**src/rtl/core/lprd_pkg.sv**
```systemverilog
`timescale 1ns / 1ps
// ----------------------------------------------------------------------------
// lprd_pkg: shared definitions for the length-prefixed request deframer
// Section codes, length field sizes and the state and result records that
// pass between the top level and the byte step logic.
// ----------------------------------------------------------------------------
package lprd_pkg;

    localparam int DataWidth = 8;
    localparam int LenWidth  = 32;

    // Section codes as they appear on the result.
    localparam logic [2:0] SEC_PATH_LEN = 3'd0;
    localparam logic [2:0] SEC_PATH     = 3'd1;
    localparam logic [2:0] SEC_HDR_LEN  = 3'd2;
    localparam logic [2:0] SEC_HDR      = 3'd3;
    localparam logic [2:0] SEC_PAY_LEN  = 3'd4;
    localparam logic [2:0] SEC_PAY      = 3'd5;

    // Number of bytes in the short (path, headers) and long (payload) length fields.
    localparam logic [2:0] SHORT_LEN_BYTES = 3'd2;
    localparam logic [2:0] LONG_LEN_BYTES  = 3'd4;

    typedef struct packed {
        logic [2:0]          section;
        logic [1:0]          len_cnt;
        logic [LenWidth-1:0] len_acc;
        logic [LenWidth-1:0] remaining;
    } t_state;

    typedef struct packed {
        logic [DataWidth-1:0] byte_out;
        logic [2:0]           section;
        logic                 section_last;
        logic                 frame_last;
        logic [LenWidth-1:0]  decoded_length;
    } t_result;

endpackage

```
**src/rtl/core/lprd_step.sv**
```systemverilog
`timescale 1ns / 1ps
// ----------------------------------------------------------------------------
// lprd_step: per-byte parse logic
// Given the parser state and one stream byte, forms the tagged result and
// the state that follows the byte.
// ----------------------------------------------------------------------------
module lprd_step (
    input  lprd_pkg::t_state                       i_state,
    input  logic [lprd_pkg::DataWidth-1:0]         i_data_byte,
    output lprd_pkg::t_state                       o_next,
    output lprd_pkg::t_result                      o_result
);
    import lprd_pkg::*;

    logic [2:0]          sec;
    logic                is_len;
    logic [2:0]          need;
    logic [2:0]          cnt;
    logic [LenWidth-1:0] acc;
    logic [LenWidth-1:0] len;

    always_comb begin
        // Codes above the payload section never occur; treat them as a path length byte.
        sec    = (i_state.section > SEC_PAY) ? SEC_PATH_LEN : i_state.section;
        is_len = (sec == SEC_PATH_LEN) || (sec == SEC_HDR_LEN) || (sec == SEC_PAY_LEN);
        need   = (sec == SEC_PAY_LEN) ? LONG_LEN_BYTES : SHORT_LEN_BYTES;
        cnt    = {1'b0, i_state.len_cnt} + 3'd1;
        acc    = {i_state.len_acc[LenWidth-DataWidth-1:0], i_data_byte};
        len    = (sec == SEC_PAY_LEN) ? acc : {16'd0, acc[15:0]};

        o_next                  = i_state;
        o_next.section          = sec;
        o_result.byte_out       = i_data_byte;
        o_result.section        = sec;
        o_result.section_last   = 1'b0;
        o_result.frame_last     = 1'b0;
        o_result.decoded_length = '0;

        if (is_len) begin
            if (cnt >= need) begin
                o_result.section_last   = 1'b1;
                o_result.decoded_length = len;
                o_next.len_cnt          = '0;
                o_next.len_acc          = '0;
                o_next.remaining        = len;
                if (len != '0) begin
                    o_next.section = sec + 3'd1;
                end else if (sec == SEC_PAY_LEN) begin
                    // Empty payload: the length field closes the frame.
                    o_result.frame_last = 1'b1;
                    o_next.section      = SEC_PATH_LEN;
                end else begin
                    // Empty path or headers: skip straight to the next length field.
                    o_next.section = sec + 3'd2;
                end
            end else begin
                o_next.len_cnt = cnt[1:0];
                o_next.len_acc = acc;
            end
        end else begin
            if (i_state.remaining[LenWidth-1:1] == '0) begin
                o_result.section_last = 1'b1;
                o_next.remaining      = '0;
                o_next.len_cnt        = '0;
                o_next.len_acc        = '0;
                if (sec == SEC_PAY) begin
                    o_result.frame_last = 1'b1;
                    o_next.section      = SEC_PATH_LEN;
                end else begin
                    o_next.section = sec + 3'd1;
                end
            end else begin
                o_next.remaining = i_state.remaining - 32'd1;
            end
        end
    end

endmodule

```
**src/rtl/core/length_prefixed_request_deframer.sv**
```systemverilog
`timescale 1ns / 1ps
// ----------------------------------------------------------------------------
// length_prefixed_request_deframer: tags a framed request byte stream
// Each frame is a 2-byte path length, the path, a 2-byte headers length,
// the headers, a 4-byte payload length and the payload, all big-endian.
//
// Usage: bytes enter on the input channel (i_valid, o_stall, i_data_byte),
// one beat per byte. Each input beat yields exactly one output beat
// (o_valid, i_stall, o_* fields) carrying the byte, its section code, flags
// for the last byte of the section and of the frame, and the decoded length
// on the final byte of a length field. Sections of zero length produce no
// beats; the length field that announced them moves on past them.
// A byte moves from the input register through the combinational parse step
// (ending in the 32-bit remaining-count decrement) into the result register.
// Throughput is one byte per clock while the receiver does not stall.
// When the receiver stalls, the result register holds its beat; the input
// register still takes one more byte, after which o_stall rises until the
// result drains. Reset (synchronous, active low) empties both registers and
// returns the parser to the start of a frame's path length field.
// ----------------------------------------------------------------------------
module length_prefixed_request_deframer (
    input  logic                                   i_clk,
    input  logic                                   i_rst_n,
    // Input byte channel
    input  logic                                   i_valid,
    output logic                                   o_stall,
    input  logic [lprd_pkg::DataWidth-1:0]         i_data_byte,
    // Output result channel
    output logic                                   o_valid,
    input  logic                                   i_stall,
    output logic [lprd_pkg::DataWidth-1:0]         o_byte_out,
    output logic [2:0]                             o_section,
    output logic                                   o_section_last,
    output logic                                   o_frame_last,
    output logic [lprd_pkg::LenWidth-1:0]          o_decoded_length
);
    import lprd_pkg::*;

    // Input register stage.
    logic                 r_in_valid, n_in_valid;
    logic [DataWidth-1:0] r_in_byte;

    // Result register stage.
    logic    r_out_valid, n_out_valid;
    t_result r_result;

    // Parser state, updated when a byte moves into the result register.
    t_state  r_state;
    t_state  step_next;
    t_result step_result;

    logic out_free;
    logic advance;
    logic in_take;

    // The result register can load when it is empty or its beat leaves now.
    assign out_free = !r_out_valid || !i_stall;
    assign advance  = r_in_valid && out_free;
    assign o_stall  = r_in_valid && !out_free;
    assign in_take  = i_valid && !o_stall;

    lprd_step u_step (
        .i_state     (r_state),
        .i_data_byte (r_in_byte),
        .o_next      (step_next),
        .o_result    (step_result)
    );

    always_comb begin
        n_in_valid = r_in_valid;
        if (in_take) begin
            n_in_valid = 1'b1;
        end else if (advance) begin
            n_in_valid = 1'b0;
        end

        n_out_valid = r_out_valid;
        if (advance) begin
            n_out_valid = 1'b1;
        end else if (!i_stall) begin
            n_out_valid = 1'b0;
        end
    end

    // Control state and parser state.
    always_ff @(posedge i_clk) begin
        if (!i_rst_n) begin
            r_in_valid        <= 1'b0;
            r_out_valid       <= 1'b0;
            r_state.section   <= SEC_PATH_LEN;
            r_state.len_cnt   <= '0;
            r_state.len_acc   <= '0;
            r_state.remaining <= '0;
        end else begin
            r_in_valid  <= n_in_valid;
            r_out_valid <= n_out_valid;
            if (advance) begin
                r_state <= step_next;
            end
        end
    end

    // Payload registers hold while stalled.
    always_ff @(posedge i_clk) begin
        if (in_take) begin
            r_in_byte <= i_data_byte;
        end
        if (advance) begin
            r_result <= step_result;
        end
    end

    assign o_valid          = r_out_valid;
    assign o_byte_out       = r_result.byte_out;
    assign o_section        = r_result.section;
    assign o_section_last   = r_result.section_last;
    assign o_frame_last     = r_result.frame_last;
    assign o_decoded_length = r_result.decoded_length;

endmodule
```
**config.mk**
```make
export PLATFORM = sky130hd
export DESIGN_NAME = length_prefixed_request_deframer
export DESIGN_NICKNAME = d
export VERILOG_FILES = /design/src/rtl/core/lprd_pkg.sv /design/src/rtl/core/lprd_step.sv /design/src/rtl/core/length_prefixed_request_deframer.sv
export SDC_FILE = /design/constraint.sdc
export NUM_CORES = 1
export LEC_CHECK = 0
export ABC_AREA = 1
export BUFFER_PORTS_ARGS = -buffer_cell sky130_fd_sc_hd__buf_2
export CAP_MARGIN = 20
export CORE_UTILIZATION = 35
export CTS_CLUSTER_DIAMETER = 150
export DETAILED_ROUTE_END_ITERATION = 12
export SLEW_MARGIN = 10
export SYNTH_ARGS = -nofsm -noshare
export SYNTH_HDL_FRONTEND = slang
export SYNTH_SLANG_ARGS = --single-unit
```
**constraint.sdc**
```tcl
create_clock -name i_clk -period 4.4 [get_ports i_clk]
set_clock_uncertainty 0.1 [all_clocks]
set_input_delay 0 -clock i_clk [delete_from_list [all_inputs] [get_ports i_clk]]
set_output_delay 0 -clock i_clk [all_outputs]
set_load 0.02 [all_outputs]
```
== Word-level counts from Yosys, hierarchy flattened ==
Index checks and enable logic that the tools add are counted.

* Bits in registers: 116
* Bits in latches: 0
* RAM bits: 0
* ROM bits: 0
* Logic and storage cells: 63
* Memories: 0

* $add $sub $neg: 4
* $mul: 0
* Divide/modulo/power cells: 0
* $lt $le $gt $ge: 2
* Eq/ne operators: 5
* Shift operators: 0
* Multiplexer cells: 22
* Bitwise operators: 0
* Reductions and logical operators: 18

{| class="wikitable"
|+ Operators with widths
! cell !! count
|-
| two-way mux 32 bit || 3
|-
| two-way mux 69 bit || 1
|-
| two-way mux 34 bit || 2
|-
| two-way mux 37 bit || 1
|-
| nonzero test 32 bit || 1
|-
| subtractor 32 x 1 -> 32 bit, second input constant || 1
|-
| logical NOT 31 bit || 1
|-
| two-way mux 3 bit || 6
|-
| two-way mux 1 bit || 7
|-
| equality test 3 bit, second input constant || 2
|-
| AND reduction 2 bit || 3
|-
| logical NOT 1 bit || 4
|-
| two-way mux 2 bit || 2
|-
| nonzero test 2 bit || 2
|-
| adder 2 x 1 -> 3 bit, second input constant || 1
|-
| adder 3 x 1 -> 3 bit, second input constant || 1
|-
| adder 3 x 2 -> 3 bit, second input constant || 1
|-
| equality test 3 x 2 -> 1 bit, second input constant || 1
|-
| >= comparator 3 bit || 1
|-
| greater-than comparator 3 bit, second input constant || 1
|-
| logical AND 1 bit || 3
|-
| logical NOT 3 bit || 1
|-
| logical OR 1 bit || 3
|-
| inequality test 2 x 1 -> 1 bit, second input constant || 1
|-
| inequality test 2 bit, second input constant || 1
|}

== Longest topological paths before layout ==
Gate-level depths: netlist (run 1).

* Word-level depth: 8
* Mapped depth: 14
* Depth with buffers taken out: 11

== Hierarchy ==
From an unflattened synthesis (run 1), not the netlist that was laid out.

* Cells, all modules: 1011
* Area total of the unflattened synthesis: 7473.4 µm²

{| class="wikitable"
|+ Modules (own cells, without submodules)
! module !! instances !! cells each !! area each (µm²)
|-
| length_prefixed_request_deframer || 1 || 519 || 4803.4
|-
| lprd_step || 1 || 492 || 2670.1
|}

== Least setup slack after synthesis (run 1) ==
No wires, ideal clock.

* Path type: reg2reg
* Start point: register r_state[67] in the netlist's numbering
* End point: register r_result, in the netlist o_decoded_length[23], data pin
* Library setup time: 0.266 ns
* Arrival: 2.149 ns
* Data required time: 4.034 ns
* Path slack: 1.885 ns
* Stages on the path, launching flop included: 13
* Buffers on the path: 5
* Period minus slack after synthesis: 2.515 ns
* Cell sequence: dfxtp_1 -> inv_1 -> nand2_2 -> nor2_2 -> buf_2 -> buf_1 -> fa_1 -> clkbuf_2 -> inv_1 -> nand2_1 -> buf_2 -> buf_1 -> nor2_1

* Longest elaborated chain between the ends: 6

{| class="wikitable"
|+ Ends and longest elaborated chain
! item !! line !! source
|-
| start, declared || length_prefixed_request_deframer.sv:48 || <nowiki>t_state r_state;</nowiki>
|-
| start signal, assigned || length_prefixed_request_deframer.sv:98 || <nowiki>r_state <= step_next;</nowiki>
|-
| greater-than comparator 3 bit || lprd_step.sv:24 || <nowiki>sec = (i_state.section > SEC_PAY) ? SEC_PATH_LEN : i_state.section;</nowiki>
|-
| two-way mux 3 bit (*) || lprd_step.sv:24 ||
|-
| equality test 3 bit (tied with other cells) || lprd_step.sv:25, lprd_step.sv:26, lprd_step.sv:29 ||
|-
| two-way mux 3 bit / logical OR 1 bit (equally long branches) || lprd_step.sv:26, lprd_step.sv:25 ||
|-
| >= comparator 3 bit / logical OR 1 bit (equally long branches) || lprd_step.sv:40, lprd_step.sv:25 ||
|-
| AND reduction 2 bit (no line) || -- ||
|-
| end signal, assigned || length_prefixed_request_deframer.sv:109 || <nowiki>r_result <= step_result;</nowiki>
|-
| end, declared || length_prefixed_request_deframer.sv:45 || <nowiki>t_result r_result;</nowiki>
|}

Mark *: on every way between the ends. The rest lies on a longest branch, timed or not.
A chain may end at the register's enable or synchronous reset.

== Final worst setup path (run 1) ==
* Start point: register r_state[67] in the netlist's numbering
* End point: register r_state[31] in the netlist's numbering

* Longest elaborated chain between the ends: 7

{| class="wikitable"
|+ Ends and longest elaborated chain
! item !! line
|-
| greater-than comparator 3 bit || lprd_step.sv:24
|-
| two-way mux 3 bit (*) || lprd_step.sv:24
|-
| equality test 3 bit (tied with other cells) || lprd_step.sv:25, lprd_step.sv:26, lprd_step.sv:29
|-
| two-way mux 3 bit / logical OR 1 bit (equally long branches) || lprd_step.sv:26, lprd_step.sv:25
|-
| >= comparator 3 bit / logical OR 1 bit (equally long branches) || lprd_step.sv:40, lprd_step.sv:25
|-
| inequality test 2 bit (no line) || --
|-
| AND reduction 2 bit (no line) || --
|}

Mark *: on every way between the ends. The rest lies on a longest branch, timed or not. The select of a mux whose other input is x is not followed.

==> results of run 1 <==
state kept, by name, indices dropped and copies added, names as in the netlist:
| signal | cells |
|---|---|
| o_frame_last | 1 |
| o_section_last | 1 |
| o_section | 3 |
| o_decoded_length | 32 |
| r_in_byte | 8 |
| o_byte_out | 8 |
| o_valid | 1 |
| r_state | 61 |
| r_in_valid | 1 |
worst reg2reg max path, cell delays in order, from the launching register on:
cell,delay [ps]
dfxtp_1,380
inv_1,70
nand2_2,110
nor2_2,60
fa_1,640
inv_1,330
nor2_2,190
nor2_4,540
inv_2,320
a21oi_1,220
a21oi_1,80
logic make-up after synthesis:
| kind of cell | count (synthesis) | synth area share |
|---|---|---|
| AOI/OAI and AO/OA | 143 | 0.1317 |
| xor gates and xnor gates | 12 | 0.01850 |
| adders and majority gates | 4 | 0.01013 |
| buffers and inverters | 87 | 0.06652 |
| DFF | 116 | 0.5022 |
| and+or+nand+nor | 342 | 0.2709 |
worst paths after layout:
check                                  end  slack (ps)  cells past startpoint
setup / recovery  r_state[31]$_SDFFE_PN0P_        1240                     10
hold / removal    r_state[32]$_SDFFE_PN0P_         150                      3
setup reg to reg  r_state[31]$_SDFFE_PN0P_        1240                     10
hold reg to reg    o_byte_out[7]$_DFFE_PP_         380                      0
power by group through the flow:
stage	clock network, mW	logic (mW)	registers, mW
after floorplan	0	0.460	1.27
after global placement	0	0.625	1.26
after detailed placement	0	0.626	1.26
after CTS	1.46	0.636	1.24
after global routing	1.51	0.713	1.25
final	1.44	0.642	1.24
layer usage:
| layer | GRT usage | vias up | part of all wire | wire length, microns |
|---|---|---|---|---|
| li1 | - | 2476 | - | - |
| met1 | 0.2612 | 2314 | 0.47 | 7149 |
| met2 | 0.3065 | 133 | 0.47 | 7126 |
| met3 | 0.05244 | 17 | 0.050 | 761 |
| met4 | 0.06713 | 0 | 0.015 | 225 |
| met5 | 0 | - | 0 | 0 |
cells in the mapped netlist, types with 3 or more instances:
master,n,area (sq um)
o21bai_1,3,22.52
nor2_2,12,75.07
o21ai_1,6,30.03
buf_6,4,45.04
and2_1,4,25.02
inv_1,52,195.2
ha_1,3,37.54
buf_2,4,20.02
nor2_1,133,499.2
dfxtp_1,63,1261
nand2_1,120,450.4
nand3_1,35,175.2
nor2_4,5,56.30
buf_1,4,15.01
inv_2,4,15.01
nand2_4,3,33.78
nand4_1,17,106.4
edfxtp_1,53,1592
buf_4,3,22.52
o21ai_0,57,285.3
nor3_1,5,25.02
a31oi_1,11,68.82
xor2_1,9,78.83
xnor2_1,3,26.28
a21oi_1,61,305.3
clkbuf_1,12,45.04
nor2_8,3,60.06
placed cells by master, fill, tap and decap left out, types with 6 or more instances in the layout:
master / synthesis / routed
nor2_1: 133 / 133
nand2_1: 120 / 120
dfxtp_1: 63 / 63
a21oi_1: 61 / 61
buf_2: 4 / 58
o21ai_0: 57 / 57
edfxtp_1: 53 / 53
inv_1: 52 / 52
nand3_1: 35 / 35
nand4_1: 17 / 17
clkbuf_16: 0 / 17
nor2_2: 12 / 12
a31oi_1: 11 / 11
dlygate4sd3_1: 0 / 10
xor2_1: 9 / 9
o21ai_1: 6 / 6
through the flow:
step                worst slack, ps  cell area (sq um)
floorplan                      1885               5680
global placement               1381               6113
detailed placement             1285               6113
CTS                            1270               6829
global route                  960.3               6829
finish                         1245               6829
timing repair:
action                                  4_1_cts  5_1_grt
hold buffers                                 10        0
endpoints found under the setup margin        0        0
resized for setup                             0        0
buffers inserted                              0        0
hold endpoints to repair                     10        0
area by class of cell:
cell class,count,area (sq um),share of cell area
sequential,116,2853,0.4177
tap,216,270.3,0.03957
inverter,58,220.2,0.03225
clock buffer,18,429.2,0.06284
multi-input combinational,501,2450,0.3587
timing repair buffer,72,420.4,0.06156
clock inverter,14,186.4,0.02730
==> results.sh, run 1 <==
export IMPL_power_internal_mw=2.330
export IMPL_yosys_warnings=0
export IMPL_setup_viol=0
export IMPL_critPathMaxStageDelay_ps=640
export IMPL_path_cells="inv_1, nand2_2, nor2_2, fa_1, inv_1, nor2_2, nor2_4, inv_2, a21oi_1, a21oi_1"
export IMPL_clkPwrFrac=0.434
export IMPL_gp_congestion=0.8882
export IMPL_async_flop_share=0
export IMPL_ys_ff_latch=116
export IMPL_status="finished clean"
export IMPL_leakage_nw=2.807
export IMPL_vias=4940
export IMPL_syn_nets=720
export IMPL_cts_sinks=116
export IMPL_netSwitchingPower_mw=0.9982
export IMPL_dieArea_sq_mm=0.01674
export IMPL_n_fill_cell=1658
export IMPL_pwr_share_seq=0.374
export IMPL_finalHoldViolations=0
export IMPL_globalRouteOverflowTotal=0
export IMPL_fin_nets=782
export IMPL_hold_path_class="input port to flip-flop"
export IMPL_swShare=0.2999
export IMPL_clock_path_buffers=2
export IMPL_crit_path_top_delay_cell="fa_1"
export IMPL_grtUsageTotal=0.1959
export IMPL_fmax_mhz=316.9
export IMPL_relSlewSlack=0.3149
export IMPL_rsz0062_at_grt="no"
export IMPL_totalWireLength_microns=15260
export IMPL_tns_ps=0
export IMPL_final_cells=995
export IMPL_die_x_microns=129.4
export IMPL_fin_crit_sh=0.7171
export IMPL_cp_arrival_ps=3360
export IMPL_syn_area_sq_mm=0.005680
export IMPL_p_total_mw=3.328
export IMPL_worstSkewPairLatency_ps=430
export IMPL_portBuffers=58
export IMPL_rows=46
export IMPL_antenna_found_initial=0
export IMPL_p_per_area_mw_per_mm2=487.3
export IMPL_drv_cap=0
export IMPL_p_comb_frac=0.193
export IMPL_cts_max_level=4
export IMPL_grt_pass1_wl_microns=24340
export IMPL_synth_seq_area_share=0.5022
export IMPL_cts_buffers=17
export IMPL_ir_drop_mv=0.2976
export IMPL_ant_nets=0
export IMPL_required_ps=4610
export IMPL_initialDrtViolationCount=472
export IMPL_place_hpwl_microns=10360
export IMPL_viasPerCell=4.965
export IMPL_grt_start_max_net_pins=53
export IMPL_critical_path_top_delay_family="simple AND/OR/NAND/NOR gates"
export IMPL_utilization=0.4299
export IMPL_r2r_start="r_state[67]$_SDFFE_PN0P_"
export IMPL_path_buf_inv=3
export IMPL_drive_gt1_frac=0.1605
export IMPL_whs_ps=153.2
export IMPL_worst_pin_slew_ps=1025
export IMPL_synth_cells=704
export IMPL_crit_fanout=30
export IMPL_grt_pass1_vias=4543
export IMPL_crit_type="flip-flop to flip-flop"
export IMPL_start_util=0.3576
export IMPL_place_inst=953
export IMPL_cts_tree="yes"
export IMPL_io_pins=59
export IMPL_wl_per_cell_microns=15.34
export IMPL_fp_dieH_microns=129.4
export IMPL_drc=0
export IMPL_first_pass_iters=5
export IMPL_ys_flop_type="dfxtp_1"
export IMPL_root_buffer="clkbuf_16"
export IMPL_cp_startpoint="r_state[67]$_SDFFE_PN0P_"
export IMPL_clkTransAtPathRegs_ps=60
export IMPL_endpoint_kind="flip-flop"
export IMPL_areaGrowthSynthToFinish_pct=20.22
export IMPL_synth_edff_count=53
export IMPL_worstHoldStart="i_rst_n"
export IMPL_core_area_sq_mm=0.01589
export IMPL_period_needed_ps=3155
export IMPL_drv_slew=0
export IMPL_start_kind="flip-flop"
export IMPL_antennaDiodeCount=0
export IMPL_syn_avg_cell_area_sq_um=8.069
export IMPL_ys_types=37
Note: power is estimated with default switching activity, not from simulation.
==> run 2, diff against run 1 <==
Clock period 4.4 ns to 3 ns, I/O delays scaled along.
==> results.sh, run 2 (same netlist as run 1, synthesis figures left out) <==
export IMPL_fp_dieH_microns=129.4
export IMPL_grtUsageTotal=0.1953
export IMPL_holdBufCountCts=11
export IMPL_top_layer_used="met4"
export IMPL_start_util=0.3576
export IMPL_required_ps=3250
export IMPL_layout_common_cells="133 x nor2_1, 120 x nand2_1, 63 x dfxtp_1, 61 x a21oi_1, 58 x buf_2"
export IMPL_fmax_mhz=422.3
export IMPL_ant_nets=0
export IMPL_initialDrtViolationCount=344
export IMPL_netSwitchingPower_mw=1.402
export IMPL_viasPerCell=5.000
export IMPL_crit_fanout=23
export IMPL_clkTransAtPathRegs_ps=50
export IMPL_start_kind="flip-flop"
export IMPL_p_comb_frac=0.208
export IMPL_fin_crit_sh=0.7894
export IMPL_ir_drop_mv=0.4417
export IMPL_globalRouteOverflowTotal=0
export IMPL_place_hpwl_microns=10390
export IMPL_fin_nets=787
export IMPL_largest_reg_flops=61
export IMPL_wl_met3_microns=1007
export IMPL_mostFrequentLayoutCell="nor2_1"
export IMPL_first_pass_iters=6
export IMPL_rsz0062_at_grt="no"
export IMPL_clkPwrFrac=0.389
export IMPL_status="finished clean"
export IMPL_crit_path_top_delay_cell="nand2_1"
export IMPL_dieArea_sq_mm=0.01674
export IMPL_core_area_sq_mm=0.01589
export IMPL_hold_path_class="input port to flip-flop"
export IMPL_grt_pass1_wl_microns=24300
export IMPL_seq_area_sq_mm=0.002853
export IMPL_portBuffers=58
export IMPL_drc=0
export IMPL_regMostFlops="r_state"
export IMPL_power_internal_mw=3.122
export IMPL_n_fill_cell=1612
export IMPL_cts_repair_resize_count=0
export IMPL_vias=5000
export IMPL_setup_viol=0
export IMPL_cts_max_level=4
export IMPL_rows=46
export IMPL_wl_met2_microns=6787
export IMPL_cp_arrival_ps=2620
export IMPL_p_per_area_mw_per_mm2=669.1
export IMPL_cp_startpoint="r_state[67]$_SDFFE_PN0P_"
export IMPL_post_cts_repair_setup_buffers=0
export IMPL_worstSkewPairLatency_ps=420
export IMPL_worst_pin_slew_ps=613.0
export IMPL_design_area_sq_mm=0.006761
export IMPL_clock_path_buffers=2
export IMPL_grt_start_max_net_pins=49
export IMPL_drv_cap=0
export IMPL_path_cells="nand2_1, nand2_1, inv_2, ha_1, xnor2_1, nand2_1, nand2_1, nand3_1, nand2_1, inv_1, a21oi_1"
export IMPL_endpoint_kind="flip-flop"
export IMPL_multi_input_area_sq_mm=0.002450
export IMPL_period_needed_ps=2368
export IMPL_totalWireLength_microns=15160
export IMPL_finalHoldViolations=0
export IMPL_relSlewSlack=0.5913
export IMPL_worstHoldStart="i_rst_n"
export IMPL_r2r_start="r_state[67]$_SDFFE_PN0P_"
export IMPL_grt_pass1_vias=4573
export IMPL_areaGrowthSynthToFinish_pct=19.03
export IMPL_utilization=0.4256
export IMPL_path_common_cell="nand2_1"
export IMPL_io_pins=59
export IMPL_cts_sinks=116
export IMPL_drive_gt1_frac=0.1556
export IMPL_cts_tree="yes"
export IMPL_drv_slew=0
export IMPL_leakage_nw=2.785
export IMPL_dpl_cell_area_sq_mm=0.006143
export IMPL_crit_type="flip-flop to flip-flop"
export IMPL_swShare=0.3099
export IMPL_root_buffer="clkbuf_16"
export IMPL_met1Wirelength_microns=7079
export IMPL_critPathMaxStageDelay_ps=420
export IMPL_antennaDiodeCount=0
export IMPL_antenna_found_initial=0
export IMPL_die_x_microns=129.4
export IMPL_tns_ps=0
export IMPL_gp_congestion=0.8621
export IMPL_wl_per_cell_microns=15.16
export IMPL_pwr_share_seq=0.403
export IMPL_cts_buffers=17
-- run 2: cell type report --
type                       instances  area share
clock buffer                      24     0.06976
clock inverter                     8    0.005366
inverter                          58     0.03257
multi-input combinational        501      0.3623
sequential                       116      0.4219
tap                              216     0.03997
timing repair buffer              77     0.06810
-- run 2: per-stage QoR --
stage	std cells	hold WS (ps)	power [mW]	setup WS [ps]
2_1_floorplan	704	-1.131	2.543	484.9
3_3_place_gp	957	77.05	2.768	673.9
3_5_place_dp	957	78.09	2.772	684.9
4_1_cts	1000	23.62	4.538	653.8
5_1_grt	1000	56.66	4.741	390.1
6_report	1000	36.62	4.524	631.9
-- run 2: power groups by stage --
stage          Sequential (mW)  Combinational [mW]  Clock [mW]
2_1_floorplan             1.87               0.674           0
5_1_grt                   1.83                1.05        1.86
3_5_place_dp              1.85               0.921           0
4_1_cts                   1.82               0.939        1.78
3_3_place_gp              1.85               0.916           0
6_report                  1.82               0.943        1.76
-- run 2: worst max-delay path, delay by kind of cell, from the launching register on --
kind | cells | cell delay [ps]
simple gates | 6 | 810
flops | 1 | 390
buf+inv | 2 | 390
fa+ha+maj | 1 | 310
xor+xnor | 1 | 190
compound gates | 1 | 120
-- run 2: final timing paths --
check | slack, ps | end | cells past startpoint
setup / recovery | 630 | r_state[68]$_SDFFE_PN0P_ | 11
hold / removal | 40 | r_state[4]$_SDFFE_PN0P_ | 3
setup reg to reg | 630 | r_state[68]$_SDFFE_PN0P_ | 11
hold reg to reg | 380 | o_byte_out[3]$_DFFE_PP_ | 0
-- run 2: per-layer routing --
metal,up-vias,track usage
met2,186,0.2944
met5,-,0
li1,2480,-
met4,0,0.08581
met1,2313,0.2677
met3,21,0.04377
